<file path="src/hdl/hkrt_pkg.sv">
// ----------------------------------------------------------------------------
// Keyboard report tracker package
// Operation codes, keycode form bytes and the status passed between the
// update logic and the top level.
// ----------------------------------------------------------------------------
package hkrt_pkg;

    localparam int KEY_SLOTS_DEFAULT = 6;
    localparam int REPORT_SLOTS      = 6;

    typedef enum logic [2:0] {
        OP_PRESS        = 3'd0,
        OP_RELEASE      = 3'd1,
        OP_RELEASE_ALL  = 3'd2,
        OP_TAP          = 3'd3,
        OP_PRESS_CODE   = 3'd4,
        OP_RELEASE_CODE = 3'd5
    } op_t;

    localparam logic [7:0] FORM_MOD_A = 8'h80;
    localparam logic [7:0] FORM_MOD_B = 8'hE0;
    localparam logic [7:0] FORM_KEY_A = 8'h40;
    localparam logic [7:0] FORM_KEY_B = 8'hF0;

    typedef struct packed {
        logic report;
        logic tap;
    } core_status_t;

endpackage

</file>
<file path="src/hdl/hid_keyboard_report_tracker.sv">
// ----------------------------------------------------------------------------
// USB boot keyboard report tracker
// Holds the modifier byte and key slots of a boot keyboard and sends a
// report whenever a request changes them; a tap sends two reports.
// ----------------------------------------------------------------------------
// A request is registered, then its first report is loaded into the output
// register once the update stage fires, which can stall behind a held report.
// Throughput: one request per cycle while the receiver keeps up; a tap holds
// the update stage until the first of its two reports leaves the output register.
// Reset clears the modifier byte, all key slots and every valid flag.
module hid_keyboard_report_tracker
    import hkrt_pkg::*;
#(
    parameter int KEY_SLOTS = KEY_SLOTS_DEFAULT
)
(
    input  logic        clk,
    input  logic        rst_n,
    input  logic        cmd_valid,
    output logic        cmd_ready,
    input  logic [2:0]  operation,
    input  logic [7:0]  key_usage,
    input  logic [7:0]  modifier_bits,
    input  logic [15:0] raw_code,
    output logic        report_valid,
    input  logic        report_ready,
    output logic [7:0]  report_modifiers,
    output logic [7:0]  report_slot0,
    output logic [7:0]  report_slot1,
    output logic [7:0]  report_slot2,
    output logic [7:0]  report_slot3,
    output logic [7:0]  report_slot4,
    output logic [7:0]  report_slot5,
    output logic        last_report
);

    logic         cmd_valid_reg;
    logic [2:0]   operation_reg;
    logic [7:0]   key_usage_reg;
    logic [7:0]   modifier_bits_reg;
    logic [15:0]  raw_code_reg;

    logic [7:0]   held_reg;
    logic [7:0]   held_next;
    logic [7:0]   slots_reg  [KEY_SLOTS];
    logic [7:0]   slots_next [KEY_SLOTS];

    logic [7:0]   core_held;
    logic [7:0]   core_slots [KEY_SLOTS];
    logic [7:0]   rep_held;
    logic [7:0]   rep_slots  [KEY_SLOTS];
    core_status_t status;

    logic [7:0]   rep_view   [REPORT_SLOTS];
    logic [7:0]   state_view [REPORT_SLOTS];

    logic         out_valid_reg;
    logic         out_valid_next;
    logic         out_last_reg;
    logic         out_last_next;
    logic [7:0]   out_mods_reg;
    logic [7:0]   out_mods_next;
    logic [7:0]   out_slots_reg  [REPORT_SLOTS];
    logic [7:0]   out_slots_next [REPORT_SLOTS];
    logic         pend_reg;
    logic         pend_next;

    logic         fire;
    logic         out_take;

    hkrt_core #(
        .KEY_SLOTS (KEY_SLOTS)
    ) u_core (
        .operation     (operation_reg),
        .key_usage     (key_usage_reg),
        .modifier_bits (modifier_bits_reg),
        .raw_code      (raw_code_reg),
        .held          (held_reg),
        .slots         (slots_reg),
        .next_held     (core_held),
        .next_slots    (core_slots),
        .rep_held      (rep_held),
        .rep_slots     (rep_slots),
        .status        (status)
    );

    genvar g;
    generate
        for (g = 0; g < REPORT_SLOTS; g++)
        begin : g_view
            if (g < KEY_SLOTS)
            begin : g_live
                assign rep_view[g]   = rep_slots[g];
                assign state_view[g] = slots_reg[g];
            end
            else
            begin : g_zero
                assign rep_view[g]   = 8'd0;
                assign state_view[g] = 8'd0;
            end
        end
    endgenerate

    assign out_take  = out_valid_reg && report_ready;
    assign fire      = cmd_valid_reg && !pend_reg && (!out_valid_reg || report_ready);
    assign cmd_ready = !cmd_valid_reg || fire;

    always_comb
    begin
        held_next      = held_reg;
        slots_next     = slots_reg;
        out_valid_next = out_valid_reg;
        out_last_next  = out_last_reg;
        out_mods_next  = out_mods_reg;
        out_slots_next = out_slots_reg;
        pend_next      = pend_reg;
        if (fire)
        begin
            held_next  = core_held;
            slots_next = core_slots;
        end
        priority if (fire && status.report)
        begin
            out_valid_next = 1'b1;
            out_last_next  = !status.tap;
            out_mods_next  = rep_held;
            out_slots_next = rep_view;
            pend_next      = status.tap;
        end
        else if (pend_reg && out_take)
        begin
            out_valid_next = 1'b1;
            out_last_next  = 1'b1;
            out_mods_next  = held_reg;
            out_slots_next = state_view;
            pend_next      = 1'b0;
        end
        else if (out_take)
        begin
            out_valid_next = 1'b0;
        end
        else
        begin
            out_valid_next = out_valid_reg;
        end
    end

    always_ff @(posedge clk or negedge rst_n)
    begin
        if (!rst_n)
        begin
            cmd_valid_reg <= 1'b0;
            out_valid_reg <= 1'b0;
            pend_reg      <= 1'b0;
            held_reg      <= 8'd0;
            for (int i = 0; i < KEY_SLOTS; i++)
            begin
                slots_reg[i] <= 8'd0;
            end
        end
        else
        begin
            if (cmd_valid && cmd_ready)
            begin
                cmd_valid_reg <= 1'b1;
            end
            else if (fire)
            begin
                cmd_valid_reg <= 1'b0;
            end
            out_valid_reg <= out_valid_next;
            pend_reg      <= pend_next;
            held_reg      <= held_next;
            slots_reg     <= slots_next;
        end
    end

    always_ff @(posedge clk)
    begin
        if (cmd_valid && cmd_ready)
        begin
            operation_reg     <= operation;
            key_usage_reg     <= key_usage;
            modifier_bits_reg <= modifier_bits;
            raw_code_reg      <= raw_code;
        end
        out_last_reg  <= out_last_next;
        out_mods_reg  <= out_mods_next;
        out_slots_reg <= out_slots_next;
    end

    assign report_valid     = out_valid_reg;
    assign report_modifiers = out_mods_reg;
    assign report_slot0     = out_slots_reg[0];
    assign report_slot1     = out_slots_reg[1];
    assign report_slot2     = out_slots_reg[2];
    assign report_slot3     = out_slots_reg[3];
    assign report_slot4     = out_slots_reg[4];
    assign report_slot5     = out_slots_reg[5];
    assign last_report      = out_last_reg;

    // The second tap report is pending exactly while the first one is shown.
    a_pend_first: assert property (@(posedge clk) disable iff (!rst_n)
        pend_reg == (out_valid_reg && !out_last_reg))
        else $error("tap pending flag out of step with shown report");

    a_tap_pend: assert property (@(posedge clk) disable iff (!rst_n)
        fire && status.tap |=> pend_reg && out_valid_reg)
        else $error("tap did not leave its second report pending");

    a_second: assert property (@(posedge clk) disable iff (!rst_n)
        pend_reg && out_take |=> out_valid_reg && out_last_reg && !pend_reg)
        else $error("second tap report not shown after the first");

    a_no_fire_pend: assert property (@(posedge clk) disable iff (!rst_n)
        pend_reg |=> $stable(held_reg))
        else $error("state changed while a tap report was pending");

endmodule

</file>
<file path="src/hdl/hkrt_core.sv">
// ----------------------------------------------------------------------------
// Keyboard report update logic
// Works out the next modifier byte and key slots for one request, the report
// contents to send first, and whether a report goes out at all.
// ----------------------------------------------------------------------------
module hkrt_core
    import hkrt_pkg::*;
#(
    parameter int KEY_SLOTS = KEY_SLOTS_DEFAULT
)
(
    input  logic [2:0]   operation,
    input  logic [7:0]   key_usage,
    input  logic [7:0]   modifier_bits,
    input  logic [15:0]  raw_code,
    input  logic [7:0]   held,
    input  logic [7:0]   slots      [KEY_SLOTS],
    output logic [7:0]   next_held,
    output logic [7:0]   next_slots [KEY_SLOTS],
    output logic [7:0]   rep_held,
    output logic [7:0]   rep_slots  [KEY_SLOTS],
    output core_status_t status
);

    logic [7:0] code_hi;
    logic [7:0] code_lo;
    logic       code_mod;
    logic       code_key;
    logic       use_code;
    logic [7:0] eff_key;
    logic [7:0] eff_mods;
    logic       found;
    logic       placed;
    logic       press_chg;
    logic       release_chg;
    logic       any_set;
    logic [7:0] press_slots   [KEY_SLOTS];
    logic [7:0] release_slots [KEY_SLOTS];

    assign code_hi  = raw_code[15:8];
    assign code_lo  = raw_code[7:0];
    assign code_mod = (code_hi == FORM_MOD_A) || (code_hi == FORM_MOD_B);
    assign code_key = (code_hi == FORM_KEY_A) || (code_hi == FORM_KEY_B);
    assign use_code = (operation == OP_PRESS_CODE) || (operation == OP_RELEASE_CODE);

    always_comb
    begin
        if (use_code)
        begin
            eff_key  = code_key ? code_lo : 8'd0;
            eff_mods = code_mod ? code_lo : 8'd0;
        end
        else
        begin
            eff_key  = key_usage;
            eff_mods = modifier_bits;
        end
    end

    always_comb
    begin
        found       = 1'b0;
        placed      = 1'b0;
        release_chg = (eff_mods != 8'd0) && ((held & eff_mods) != 8'd0);
        any_set     = (held != 8'd0);
        for (int i = 0; i < KEY_SLOTS; i++)
        begin
            if (slots[i] == eff_key)
            begin
                found = 1'b1;
            end
            if (slots[i] != 8'd0)
            begin
                any_set = 1'b1;
            end
        end
        for (int i = 0; i < KEY_SLOTS; i++)
        begin
            press_slots[i]   = slots[i];
            release_slots[i] = slots[i];
            if ((eff_key != 8'd0) && !found && !placed && (slots[i] == 8'd0))
            begin
                press_slots[i] = eff_key;
                placed         = 1'b1;
            end
            if ((eff_key != 8'd0) && (slots[i] == eff_key))
            begin
                release_slots[i] = 8'd0;
                release_chg      = 1'b1;
            end
        end
        press_chg = ((eff_mods != 8'd0) && ((held & eff_mods) != eff_mods)) || placed;
    end

    always_comb
    begin
        next_held     = held;
        next_slots    = slots;
        rep_held      = held;
        rep_slots     = slots;
        status.report = 1'b0;
        status.tap    = 1'b0;
        unique case (op_t'(operation))
            OP_PRESS, OP_PRESS_CODE:
            begin
                if (!use_code || code_mod || code_key)
                begin
                    next_held     = held | eff_mods;
                    next_slots    = press_slots;
                    status.report = press_chg;
                end
            end
            OP_RELEASE, OP_RELEASE_CODE:
            begin
                if (!use_code || code_mod || code_key)
                begin
                    next_held     = held & ~eff_mods;
                    next_slots    = release_slots;
                    status.report = release_chg;
                end
            end
            OP_RELEASE_ALL:
            begin
                next_held = 8'd0;
                for (int i = 0; i < KEY_SLOTS; i++)
                begin
                    next_slots[i] = 8'd0;
                end
                status.report = any_set;
            end
            OP_TAP:
            begin
                rep_held      = modifier_bits;
                rep_slots[0]  = key_usage;
                next_held     = 8'd0;
                next_slots[0] = 8'd0;
                status.report = 1'b1;
                status.tap    = 1'b1;
            end
            default:
            begin
                next_held = held;
            end
        endcase
        if (!status.tap)
        begin
            rep_held  = next_held;
            rep_slots = next_slots;
        end
    end

endmodule

</file>
<file path="config.mk">
export PLATFORM = sky130hd
export DESIGN_NAME = hid_keyboard_report_tracker
export DESIGN_NICKNAME = d
export VERILOG_FILES = /design/src/hdl/hkrt_pkg.sv /design/src/hdl/hid_keyboard_report_tracker.sv /design/src/hdl/hkrt_core.sv
export SDC_FILE = /design/constraint.sdc
export NUM_CORES = 1
export LEC_CHECK = 0
export ABC_AREA = 0
export BUFFER_PORTS_ARGS = -buffer_cell sky130_fd_sc_hd__buf_4
export CORE_MARGIN = 2
export CORE_UTILIZATION = 36
export CTS_BUF_LIST = sky130_fd_sc_hd__clkbuf_4 sky130_fd_sc_hd__clkbuf_8
export DETAILED_ROUTE_END_ITERATION = 10
export HOLD_SLACK_MARGIN = 0.08
export PLACE_DENSITY_LB_ADDON = 0.12
export SYNTH_ARGS = -nofsm -noshare
export SYNTH_HDL_FRONTEND = slang
export SYNTH_SLANG_ARGS = --single-unit
</file>
<file path="constraint.sdc">
create_clock -name clk -period 6.32 [get_ports clk]
set_clock_uncertainty 0.15 [all_clocks]
set_input_delay 0.632 -clock clk [delete_from_list [all_inputs] [get_ports clk]]
set_output_delay 0.632 -clock clk [all_outputs]
set_load 0.01 [all_outputs]
</file>
==> metrics, run 1 <==
switching share of power 0.432; Critical Path, Cell by Cell nand2b_2 -> nor3_2 -> buf_4 -> o2bb2ai_1 -> nor3_1 -> and4_1 -> a31oi_1 -> nand3_1 -> o31ai_2 -> o21ai_1 -> nand2_2 -> buf_12; signed area change from the synthesized netlist to the final layout 15.2%; highest-delay cell along the critical path sky130_fd_sc_hd__o31ai_2; share of the yosys chip area belonging to registers 0.496; wire length reported by the detailed router 31,800 um; Mapped Avg Cell Area 9.87 um^2; post-detailed-route DRC marker count 0; maximum number of pins on one net before global-route repair 60; asr flop ratio synth 0.391; Total Neg Setup Slack 0 ns; status completed; total placed instance area 0.00946 mm^2; final number of hold-violating endpoints 0; Nets 966; areal power density over the cells 467 mW/mm^2; Skew-Pair Late Insertion Delay 0.46 ns; Worst EP required 6.31 ns; RD Place Congestion 0.927; count of maximum capacitance violations 0; worst slew pin tran 1.03 ns; Vert. Die Dim 158 um; floorplan die width 158 um; number of global-route vias before repair 7,300; starting DRC count in detailed routing 897; Worst setup SP type register; count of boundary I/O pins 98; Clock Root Buffer sky130_fd_sc_hd__clkbuf_8; portion of synthesized cell area occupied by the leading cell type 0.323; internal power consumption 2610 uW; number of optimization iterations in the first detailed-route pass 6; number of antenna violations at the first check in global routing 0; share of post-route cells with drive strength above 1 0.171; maximum buffer depth of the clock tree 2; category of the worst setup path capture point register; post-synth cell types 70; net count of the mapped netlist 905; Resized Gates After CTS 0; routed wirelength normalized by instance count 25.2 um; relative slew slack 0.314; number of synthesized flops with an enable pin 92; clk slew on worst S/H paths 0.09 ns; worst reg-to-reg setup slack 0.53 ns; P_leak 0.00362 uW; worst-path maximum fanout 45; total routing usage reported by global routing 0.257; cts bufs inserted 17; dominant cell type by area after synthesis sky130_fd_sc_hd__edfxtp_1; crit path time final 5.79 ns; number of nets with antenna violations after detailed routing 0; synthesis-stage register bit count 151; part of the power in the clock network 0.165; Post-CTS Repair Setup Buffers 0; initial core utilization 0.365; Post-Synthesis Cells 866; flip-flop count of the largest register after layout 48; core area 0.0234 mm^2; Critical Setup Path Class reg2reg; final critical-path share of the clock period 0.917; Data arrival, critical path 5.79 ns; combinational share of power 0.398; top_reg_cell synth sky130_fd_sc_hd__edfxtp_1; Remaining Overflow, GRT 0; Site Rows 56; fmax 173 MHz; net switching power of the design 1980 uW; Critical Path Max Stage Delay 0.83 ns; number of H-tree levels 4; total setup violations reported at the end of the flow 0; largest cells by area after synthesis sky130_fd_sc_hd__edfxtp_1 32%, sky130_fd_sc_hd__dfrtp_1 17%, sky130_fd_sc_hd__o22ai_1 8.1%; proportion of power drawn by flip-flops and latches 0.436; number of vias in the routed layout 7,929; TritonCTS clock tree yes; Ys Warns 0; total die area 0.0250 mm^2; global-route wire length before repair 47,200 um; max-slew violation total from the final report 0; clk sink count 151; dpl hpwl 21,400 um; Post-CTS Hold Buffers 0; Buffers on Ports 97; Non-Filler Cell Area, Final 0.00984 mm^2; area of the mapped netlist 0.00855 mm^2; ANT cells 0; VDD IR-drop max 206 uV; RSZ-0062 raised after global routing false; detail-routed via count per cell 6.30; worst min path class in2async
[stage by stage]
step | util | setup WS (ns) | hold WS [ns] | total power (uW) | cells
2_1_floorplan | - | 1.74 | 0.186 | 3050 | 866
3_3_place_gp | 0.404 | 0.822 | 0.332 | 3810 | 1227
3_5_place_dp | 0.404 | 0.677 | 0.341 | 3790 | 1227
4_1_cts | 0.421 | 0.629 | 0.134 | 4560 | 1259
5_1_grt | 0.421 | 0.195 | 0.164 | 4840 | 1259
6_report | 0.421 | 0.527 | 0.129 | 4590 | 1259
[area by class of cell]
| cell class | instances | area, um^2 |
|---|---|---|
| tap | 319 | 399 |
| clock buffer | 20 | 256 |
| inverter | 72 | 270 |
| clock inverter | 12 | 131 |
| multi-input combinational | 579 | 3740 |
| fill | 2411 | 13600 |
| timing repair buffer | 106 | 808 |
| sequential | 151 | 4240 |
[cell usage in the layout, fill, tap and decap left out, types with 24 or more instances in the layout]
cell and n:
sky130_fd_sc_hd__dfrtp_1 59, sky130_fd_sc_hd__inv_1 72, sky130_fd_sc_hd__edfxtp_1 92, sky130_fd_sc_hd__nor3_1 36, sky130_fd_sc_hd__o221ai_1 24, sky130_fd_sc_hd__o21ai_0 45
sky130_fd_sc_hd__buf_4 105, sky130_fd_sc_hd__o22ai_1 110, sky130_fd_sc_hd__a21oi_1 24, sky130_fd_sc_hd__nand2_1 71, sky130_fd_sc_hd__a22oi_1 25
[worst paths after layout]
| path | start | endpoint | depth (start not counted) |
|---|---|---|---|
| max | operation_reg[1] | report_slot4[6] | 12 |
| min reg2reg | pend_reg | pend_reg | 2 |
| max in group asynchronous | rst_n | slots_reg[13] | 1 |
| max reg2reg | operation_reg[1] | report_slot4[6] | 12 |
| min in group clk | raw_code[7] | raw_code_reg[7] | 1 |
| min | rst_n | slots_reg[26] | 1 |
[power by group through the flow]
| stage | combinational, uW | clock, uW | sequential, uW |
|---|---|---|---|
| after floorplan | 1220 | 0 | 1830 |
| after CTS | 1810 | 771 | 1970 |
| final | 1830 | 759 | 2000 |
| after detailed placement | 1800 | 0 | 1990 |
| after global routing | 2000 | 808 | 2030 |
| after global placement | 1800 | 0 | 2000 |
[worst max-delay path: cells and delay by family (launching register included)]
family                 cells  cell delay (ns)
AND/OR/NAND/NOR            6             2.37
AO/OA/AOI/OAI              4             1.60
flip-flops                 1             0.67
buffers and inverters      2             0.59
[kinds of logic after synthesis]
family | after synthesis | synth area share
compound gates | 324 | 0.266
flops | 151 | 0.496
mux | 4 | 0.00498
xor+xnor | 21 | 0.0215
simple gates | 230 | 0.143
buf+inv | 136 | 0.0681
[per-layer routing]
layer,global-route usage,routed length (um)
met1,0.369,14100
met2,0.369,13800
met3,0.0553,2740
met4,0.118,1110
met5,0,0
[cell usage after synthesis, drive strengths merged (14+ instances only)]
cell type / n
nor3: 38
clkbuf: 30
o22ai: 110
o221ai: 24
a21oi: 27
o21ai: 49
nand4: 14
nand2: 72
a22oi: 25
nand3: 16
nand2b: 20
buf: 34
edfxtp: 92
inv: 72
nor4: 22
nor2: 18
xnor2: 15
dfrtp: 59
Note: power is estimated with default switching activity, not from simulation.
==> run 2: changes to the inputs <==
--- a/config.mk
+++ b/config.mk
@@ -8,7 +8,7 @@
 export ABC_AREA = 0
 export BUFFER_PORTS_ARGS = -buffer_cell sky130_fd_sc_hd__buf_4
 export CORE_MARGIN = 2
-export CORE_UTILIZATION = 36
+export CORE_UTILIZATION = 40
 export CTS_BUF_LIST = sky130_fd_sc_hd__clkbuf_4 sky130_fd_sc_hd__clkbuf_8
 export DETAILED_ROUTE_END_ITERATION = 10
 export HOLD_SLACK_MARGIN = 0.08
==> run 2 against run 1 <==
Effect of this change:
- core utilization increased by 4.6 points
- die area down 9.8%
- cell count shrank 3.3%
- sequential share of layout area up 0.19 points
- global-route usage rose by 2.4 points
- combinational power is essentially flat
- register-to-register slack better by 0.64 ns
==> metrics, run 2 (same netlist as run 1, synthesis figures left out) <==
status completed; final core area utilization 0.466 (+0.0456); Remaining Overflow, GRT 0 (unchanged); detail-routed via count per cell 6.50 (+3.1%); # placed instances 1,185 (-3.4%); worst-path maximum fanout 16 (-64%); Critical Setup Path Class reg2reg; number of vias in the routed layout 7,905 (-0.30%); category of the worst setup path capture point register; cell depth of the worst flop-to-flop path 10 (-2); RD Place Congestion 0.976 (+5.3%); areal power density over the cells 464 mW/mm^2 (-0.49%); top library cells by usage in the layout, fill and taps aside 110 x sky130_fd_sc_hd__o22ai_1, 106 x sky130_fd_sc_hd__buf_4, 92 x sky130_fd_sc_hd__edfxtp_1; post-route worst hold slack 0.0797 ns (-0.0493 ns); worst min path class in2async; worst slew pin tran 1.05 ns (+0.0168 ns); flip-flop count of the largest register after layout 48 (unchanged); Total Neg Setup Slack 0 ns (unchanged); commonest non-fill, non-tap cell in the layout sky130_fd_sc_hd__o22ai_1; number of optimization iterations in the first detailed-route pass 8 (+2); count of boundary I/O pins 98 (unchanged); number of global-route vias before repair 7,466 (+2.3%); Critical Path Max Stage Delay 0.74 ns (-0.09 ns); Worst path top cell family by delay compound AO/OA/AOI/OAI gates; post-detailed-route DRC marker count 0 (unchanged); Post-CTS Hold Buffers 0 (unchanged); Site Rows 53 (-5.4%); clk slew on worst S/H paths 0.09 ns (about the same); non-filler instance count after layout 1,217 (-3.3%); share of post-route cells with drive strength above 1 0.170 (-0.00143); initial core utilization 0.407 (+0.0414); core area 0.0210 mm^2 (-10%); fmax 194 MHz (+13%); count of maximum capacitance violations 0 (unchanged); total setup violations reported at the end of the flow 0 (unchanged); Data arrival, critical path 5.29 ns (-0.50 ns); floorplan die width 150 um (-5.0%); wire length reported by the detailed router 31,300 um (-1.5%); Skew-Pair Late Insertion Delay 0.48 ns (+0.02 ns); final number of hold-violating endpoints 0 (unchanged); crit path time final 5.15 ns (-0.645 ns); global-route wire length before repair 46,700 um (-1.1%); clk sink count 151 (unchanged); starting DRC count in detailed routing 890 (-0.78%); P_leak 0.00362 uW (+0.18%); Layout fillers 1,998 (-17%); routed wirelength normalized by instance count 25.7 um (+1.9%); dpl hpwl 21,400 um (-0.41%); VDD IR-drop max 292 uV (+42%); total routing usage reported by global routing 0.280 (+0.0237); TritonCTS clock tree yes; number of antenna violations at the first check in global routing 0 (unchanged); total die area 0.0225 mm^2 (-9.8%); Critical Path, Cell by Cell nor4b_4 -> o2111ai_1 -> o22ai_1 -> nor4_1 -> and4_1 -> a31oi_1 -> nand3_1 -> o31ai_2 -> nand3_1 -> o22ai_1; RSZ-0062 raised after global routing false; ANT cells 0 (unchanged); number of logic stages on the critical path including buffering 10 (-2); Worst EP required 6.46 ns (+0.15 ns); signed area change from the synthesized netlist to the final layout 14.7%; cts bufs inserted 17 (unchanged); maximum buffer depth of the clock tree 2 (unchanged); final critical-path share of the clock period 0.815 (-0.102); Worst setup SP type register; maximum number of pins on one net before global-route repair 60 (unchanged); number of H-tree levels 4 (unchanged); highest-delay cell along the critical path sky130_fd_sc_hd__o31ai_2; Buffers on Ports 97 (unchanged); relative slew slack 0.296 (-0.0174); Vert. Die Dim 150 um (-5.0%); Post-CTS Repair Setup Buffers 0 (unchanged); Resized Gates After CTS 0 (unchanged); Nets 968 (+0.21%); Clock Root Buffer sky130_fd_sc_hd__clkbuf_8; CP Buf/Inv Count 0 (-2); number of nets with antenna violations after detailed routing 0 (unchanged); max-slew violation total from the final report 0 (unchanged)
run 2: cell count changes in the layout (fill, tap and decap cells not counted), moves of 2 or more:
cell | before | now
sky130_fd_sc_hd__clkbuf_4 | 3 | 0
sky130_fd_sc_hd__clkinv_1 | 0 | 2
sky130_fd_sc_hd__clkinv_2 | 3 | 1
sky130_fd_sc_hd__clkinv_4 | 3 | 1
sky130_fd_sc_hd__inv_6 | 0 | 5
sky130_fd_sc_hd__inv_8 | 0 | 2
run 2: worst paths after layout:
check / startpoint / endpoint / slack (ns)
worst max register to register: raw_code_reg[13] / report_slot5[7] / 1.17
max in group asynchronous: rst_n / slots_reg[6] / 5.39
min in group clk: raw_code[10] / raw_code_reg[10] / 0.17
worst min register to register: pend_reg / pend_reg / 0.38
worst min-delay path: rst_n / pend_reg / 0.08
worst max-delay path: raw_code_reg[13] / report_slot5[7] / 1.17
run 2: area by class of cell:
cell class / instances / area [um^2] / share of cell area
Inverter: 72 / 270 / 0.0276
Timing Repair Buffer: 108 / 836 / 0.0853
Sequential cell: 151 / 4240 / 0.433
Clock inverter: 15 / 140 / 0.0143
Multi-Input combinational cell: 579 / 3740 / 0.381
Tap cell: 275 / 344 / 0.0351
Clock buffer: 17 / 234 / 0.0239
run 2: routing by layer:
metal / global-route usage / share of wire / wire [um]
met2: 0.435 / 0.45 / 14200
met3: 0.0667 / 0.097 / 3020
met1: 0.376 / 0.41 / 12900
met4: 0.118 / 0.036 / 1130
met5: 0.00682 / 0 / 0
run 2: per-stage QoR:
stage	total power [uW]	setup WS (ns)	cell area [um^2]
after global routing	4800	0.802	9800
after CTS	4520	1.23	9800
after detailed placement	3780	1.25	9430
after floorplan	3050	1.74	8550
final	4550	1.17	9800
after global placement	3780	1.29	9430
run 2: power breakdown:
group          internal [uW]  switching [uW]
Sequential              1510             490
Clock                    319             420
Combinational            744            1070
Total                   2570            1980
==> run 3: changes to the inputs <==
--- a/config.mk
+++ b/config.mk
@@ -5,7 +5,7 @@
 export SDC_FILE = /design/constraint.sdc
 export NUM_CORES = 1
 export LEC_CHECK = 0
-export ABC_AREA = 0
+export ABC_AREA = 1
 export BUFFER_PORTS_ARGS = -buffer_cell sky130_fd_sc_hd__buf_4
 export CORE_MARGIN = 2
 export CORE_UTILIZATION = 40
==> constraint.sdc (replaced) <==
create_clock -name clk -period 4.4 [get_ports clk]
set_clock_uncertainty 0.15 [all_clocks]
set_input_delay 0.44 -clock clk [delete_from_list [all_inputs] [get_ports clk]]
set_output_delay 0.44 -clock clk [all_outputs]
set_load 0.01 [all_outputs]
==> run 3 against run 2 <==
Effect of this change:
- maximum frequency increased by 30%
- sequential share of layout area decreased by 3.8 points
- non-clock buffer count increased by 42
- cell count increased by 28%
- via count increased by 6.5%
- die area increased by 5.4%
- combinational power increased by 140%
- clock power increased by 49%
- core utilization increased by 2.3 points
- hold slack improved by 0.062 ns
- register-to-register slack got worse by 0.73 ns
- largest power group is now combinational logic
==> metrics, run 3 <==
status completed; net count of the mapped netlist 1,180 (+30%); number of H-tree levels 4 (unchanged); VDD IR-drop max 304 uV (+4.2%); minimum setup slack in the final design 0.440 ns (-0.732 ns); Post-CTS Repair Setup Buffers 0 (unchanged); share of post-route cells with drive strength above 1 0.164 (-0.00567); cts bufs inserted 17 (unchanged); Critical Setup Path Class reg2reg; floorplan die width 154 um (+2.6%); total setup violations reported at the end of the flow 0 (unchanged); wire length reported by the detailed router 26,200 um (-16%); number of optimization iterations in the first detailed-route pass 5 (-3); highest-delay cell along the critical path sky130_fd_sc_hd__nand2_2; areal power density over the cells 756 mW/mm^2 (+63%); relative slew slack 0.157 (-0.139); starting DRC count in detailed routing 806 (-9.4%); count of maximum capacitance violations 0 (unchanged); Skew-Pair Late Insertion Delay 0.47 ns (about the same); Worst setup SP type register; most used standard cell by instance count after synthesis sky130_fd_sc_hd__nand2_1; share of the yosys chip area belonging to registers 0.470 (-0.0259); Critical Path, Cell by Cell inv_2 -> nor2_8 -> nand2_4 -> nand2_2 -> nand2_1 -> nand2_1 -> nor2_1 -> nand2_1 -> nor2_1 -> nor2_1 -> nand2_2 -> nor2_8 -> o41ai_4 -> nand4_2 -> nand2_1 -> nand2_4 -> nand2_4 -> nand2_2 -> buf_4; Non-Filler Cell Area, Final 0.0107 mm^2 (+9.6%); initial core utilization 0.411 (+0.00407); Data arrival, critical path 3.95 ns (-1.34 ns); TritonCTS clock tree yes; Buffers on Ports 97 (unchanged); Remaining Overflow, GRT 0 (unchanged); category of the worst setup path capture point register; synthesis-stage register bit count 151 (unchanged); Clock Root Buffer sky130_fd_sc_hd__clkbuf_8; count of boundary I/O pins 98 (unchanged); crit path time final 3.96 ns (-1.19 ns); asr flop ratio synth 0.391 (unchanged); top cells by instance count after synthesis 386 x sky130_fd_sc_hd__nand2_1, 181 x sky130_fd_sc_hd__nand3_1, 92 x sky130_fd_sc_hd__edfxtp_1; Layout fillers 2,077 (+4.0%); Worst EP required 4.39 ns (-2.07 ns); Nets 1,299 (+34%); post-detailed-route DRC marker count 0 (unchanged); top library cells by usage in the layout, fill and taps aside 383 x sky130_fd_sc_hd__nand2_1, 181 x sky130_fd_sc_hd__nand3_1, 111 x sky130_fd_sc_hd__buf_4; # placed instances 1,484 (+25%); non-filler instance count after layout 1,553 (+28%); met3 wirelength from detailed routing 1590 um (-47%); clk sink count 151 (unchanged); Mapped Avg Cell Area 7.90 um^2 (-20%); maximum number of pins on one net before global-route repair 60 (unchanged); met2 routed WL 11,700 um (-18%); top_reg_cell synth sky130_fd_sc_hd__edfxtp_1; RSZ-0062 raised after global routing false; dominant cell type by area after synthesis sky130_fd_sc_hd__edfxtp_1; detail-routed via count per cell 5.42 (-17%); Ys Warns 0 (unchanged); portion of synthesized cell area occupied by the leading cell type 0.306 (-0.0169); number of nets with antenna violations after detailed routing 0 (unchanged); number of global-route vias before repair 7,772 (+4.1%); total placed instance area 0.00997 mm^2 (+5.8%); largest cells by area after synthesis sky130_fd_sc_hd__edfxtp_1 31%, sky130_fd_sc_hd__dfrtp_1 16%, sky130_fd_sc_hd__nand2_1 16%; worst min path class in2reg; final number of hold-violating endpoints 0 (unchanged); Total Neg Setup Slack 0 ns (unchanged); number of synthesized flops with an enable pin 92 (unchanged); total routing usage reported by global routing 0.224 (-0.0563); dpl hpwl 17,900 um (-16%); routed wirelength normalized by instance count 16.9 um (-34%); global-route wire length before repair 42,100 um (-9.9%); post-synth cell types 39 (-44%); clk slew on worst S/H paths 0.10 ns (about the same); number of antenna violations at the first check in global routing 0 (unchanged); area used by multi-input combinational logic 0.00414 mm^2 (+11%); P_leak 0.00497 uW (+37%); worst slack, placed 0.337 ns (-0.912 ns); most prevalent standard cell on the critical path sky130_fd_sc_hd__nand2_1; fmax 253 MHz (+30%); area of the mapped netlist 0.00902 mm^2 (+5.5%); commonest non-fill, non-tap cell in the layout sky130_fd_sc_hd__nand2_1; worst slew pin tran 1.26 ns (+0.213 ns); met1 routed wirelength after detailed routing 12,500 um (-3.6%); maximum buffer depth of the clock tree 2 (unchanged); number of vias in the routed layout 8,419 (+6.5%); Vert. Die Dim 154 um (+2.6%); worst-path maximum fanout 33 (+17); Critical Path Max Stage Delay 0.42 ns (-0.32 ns); RD Place Congestion 0.906 (-7.2%); total die area 0.0238 mm^2 (+5.4%); Site Rows 54 (+1.9%); max-slew violation total from the final report 0 (unchanged); highest metal layer with signal wires met4; ANT cells 0 (unchanged); flip-flop count of the largest register after layout 48 (unchanged); final critical-path share of the clock period 0.900 (+0.0855); signed area change from the synthesized netlist to the final layout 19.1%; sequential standard cell area 0.00424 mm^2 (unchanged); Post-Synthesis Cells 1,141 (+32%); core area 0.0220 mm^2 (+4.5%)
[run 3: changes by cell type in the layout (fill, tap and decap cells not counted), sizes merged, moves of 16 or more]
cell,change
o221ai,-20
nor3,-34
nand2,+344
inv,+25
nor2,+42
nand4,+16
nand2b,-20
a21oi,-17
a41oi,+20
dlygate4sd3,+37
nand3,+169
o22ai,-96
a22oi,-23
[run 3: path summary, 6_finish.rpt]
path | from | end | slack (ns) | depth (start not counted)
max | operation_reg[2] | report_slot3[0] | 0.44 | 19
min | report_ready | pend_reg | 0.14 | 4
max reg2reg | operation_reg[2] | report_slot3[0] | 0.44 | 19
min reg2reg | pend_reg | pend_reg | 0.43 | 2
max in group asynchronous | rst_n | slots_reg[30] | 3.06 | 2
min in group asynchronous | rst_n | cmd_valid_reg | 0.48 | 2
[run 3: layer usage]
layer,vias up,global-route usage
met5,-,0
li1,4127,-
met3,42,0.0403
met4,0,0.0752
met1,3960,0.327
met2,290,0.337
[run 3: cell families (layout without fill, tap and decap cells)]
family / Yosys count / after routing / synth area share
and+or+nand+nor: 715 / 715 / 0.362
DFF: 151 / 151 / 0.470
AOI/OAI and AO/OA: 126 / 126 / 0.0920
xor gates and xnor gates: 2 / 2 / 0.00194
buffers and inverters: 147 / 279 / 0.0734
[run 3: worst max-delay path, delay by kind of cell (launching register included)]
family	cells	cell delay [ns]
AOI/OAI and AO/OA	1	0.21
buffers and inverters	2	0.46
and+or+nand+nor	16	2.36
DFF	1	0.40
[run 3: per-stage QoR]
stage / power (uW) / hold WS (ns) / util
2_1_floorplan: 5690 / -0.00559 / -
3_3_place_gp: 6960 / 0.392 / 0.454
3_5_place_dp: 6970 / 0.395 / 0.454
4_1_cts: 8110 / 0.119 / 0.489
5_1_grt: 8750 / 0.141 / 0.489
6_report: 8120 / 0.142 / 0.489
[run 3: final cells by class]
| cell class | count | area share |
|---|---|---|
| multi-input combinational | 843 | 0.386 |
| clock inverter | 15 | 0.0148 |
| tap | 280 | 0.0326 |
| clock buffer | 17 | 0.0218 |
| timing repair buffer | 150 | 0.116 |
| inverter | 97 | 0.0344 |
| sequential | 151 | 0.395 |
[run 3: report_power, final]
part,leakage (uW),total (uW),switching (uW),internal [uW]
registers,0.00165,2670,465,2200
logic,0.00312,4360,2840,1520
clock network,0.000198,1100,624,472
total,0.00497,8120,3930,4190
[run 3: what timing repair did]
item	CTS	global route
hold endpoints to repair	95	0
endpoints found under the setup margin	0	23
gates resized for setup	0	2
hold buffers	37	0
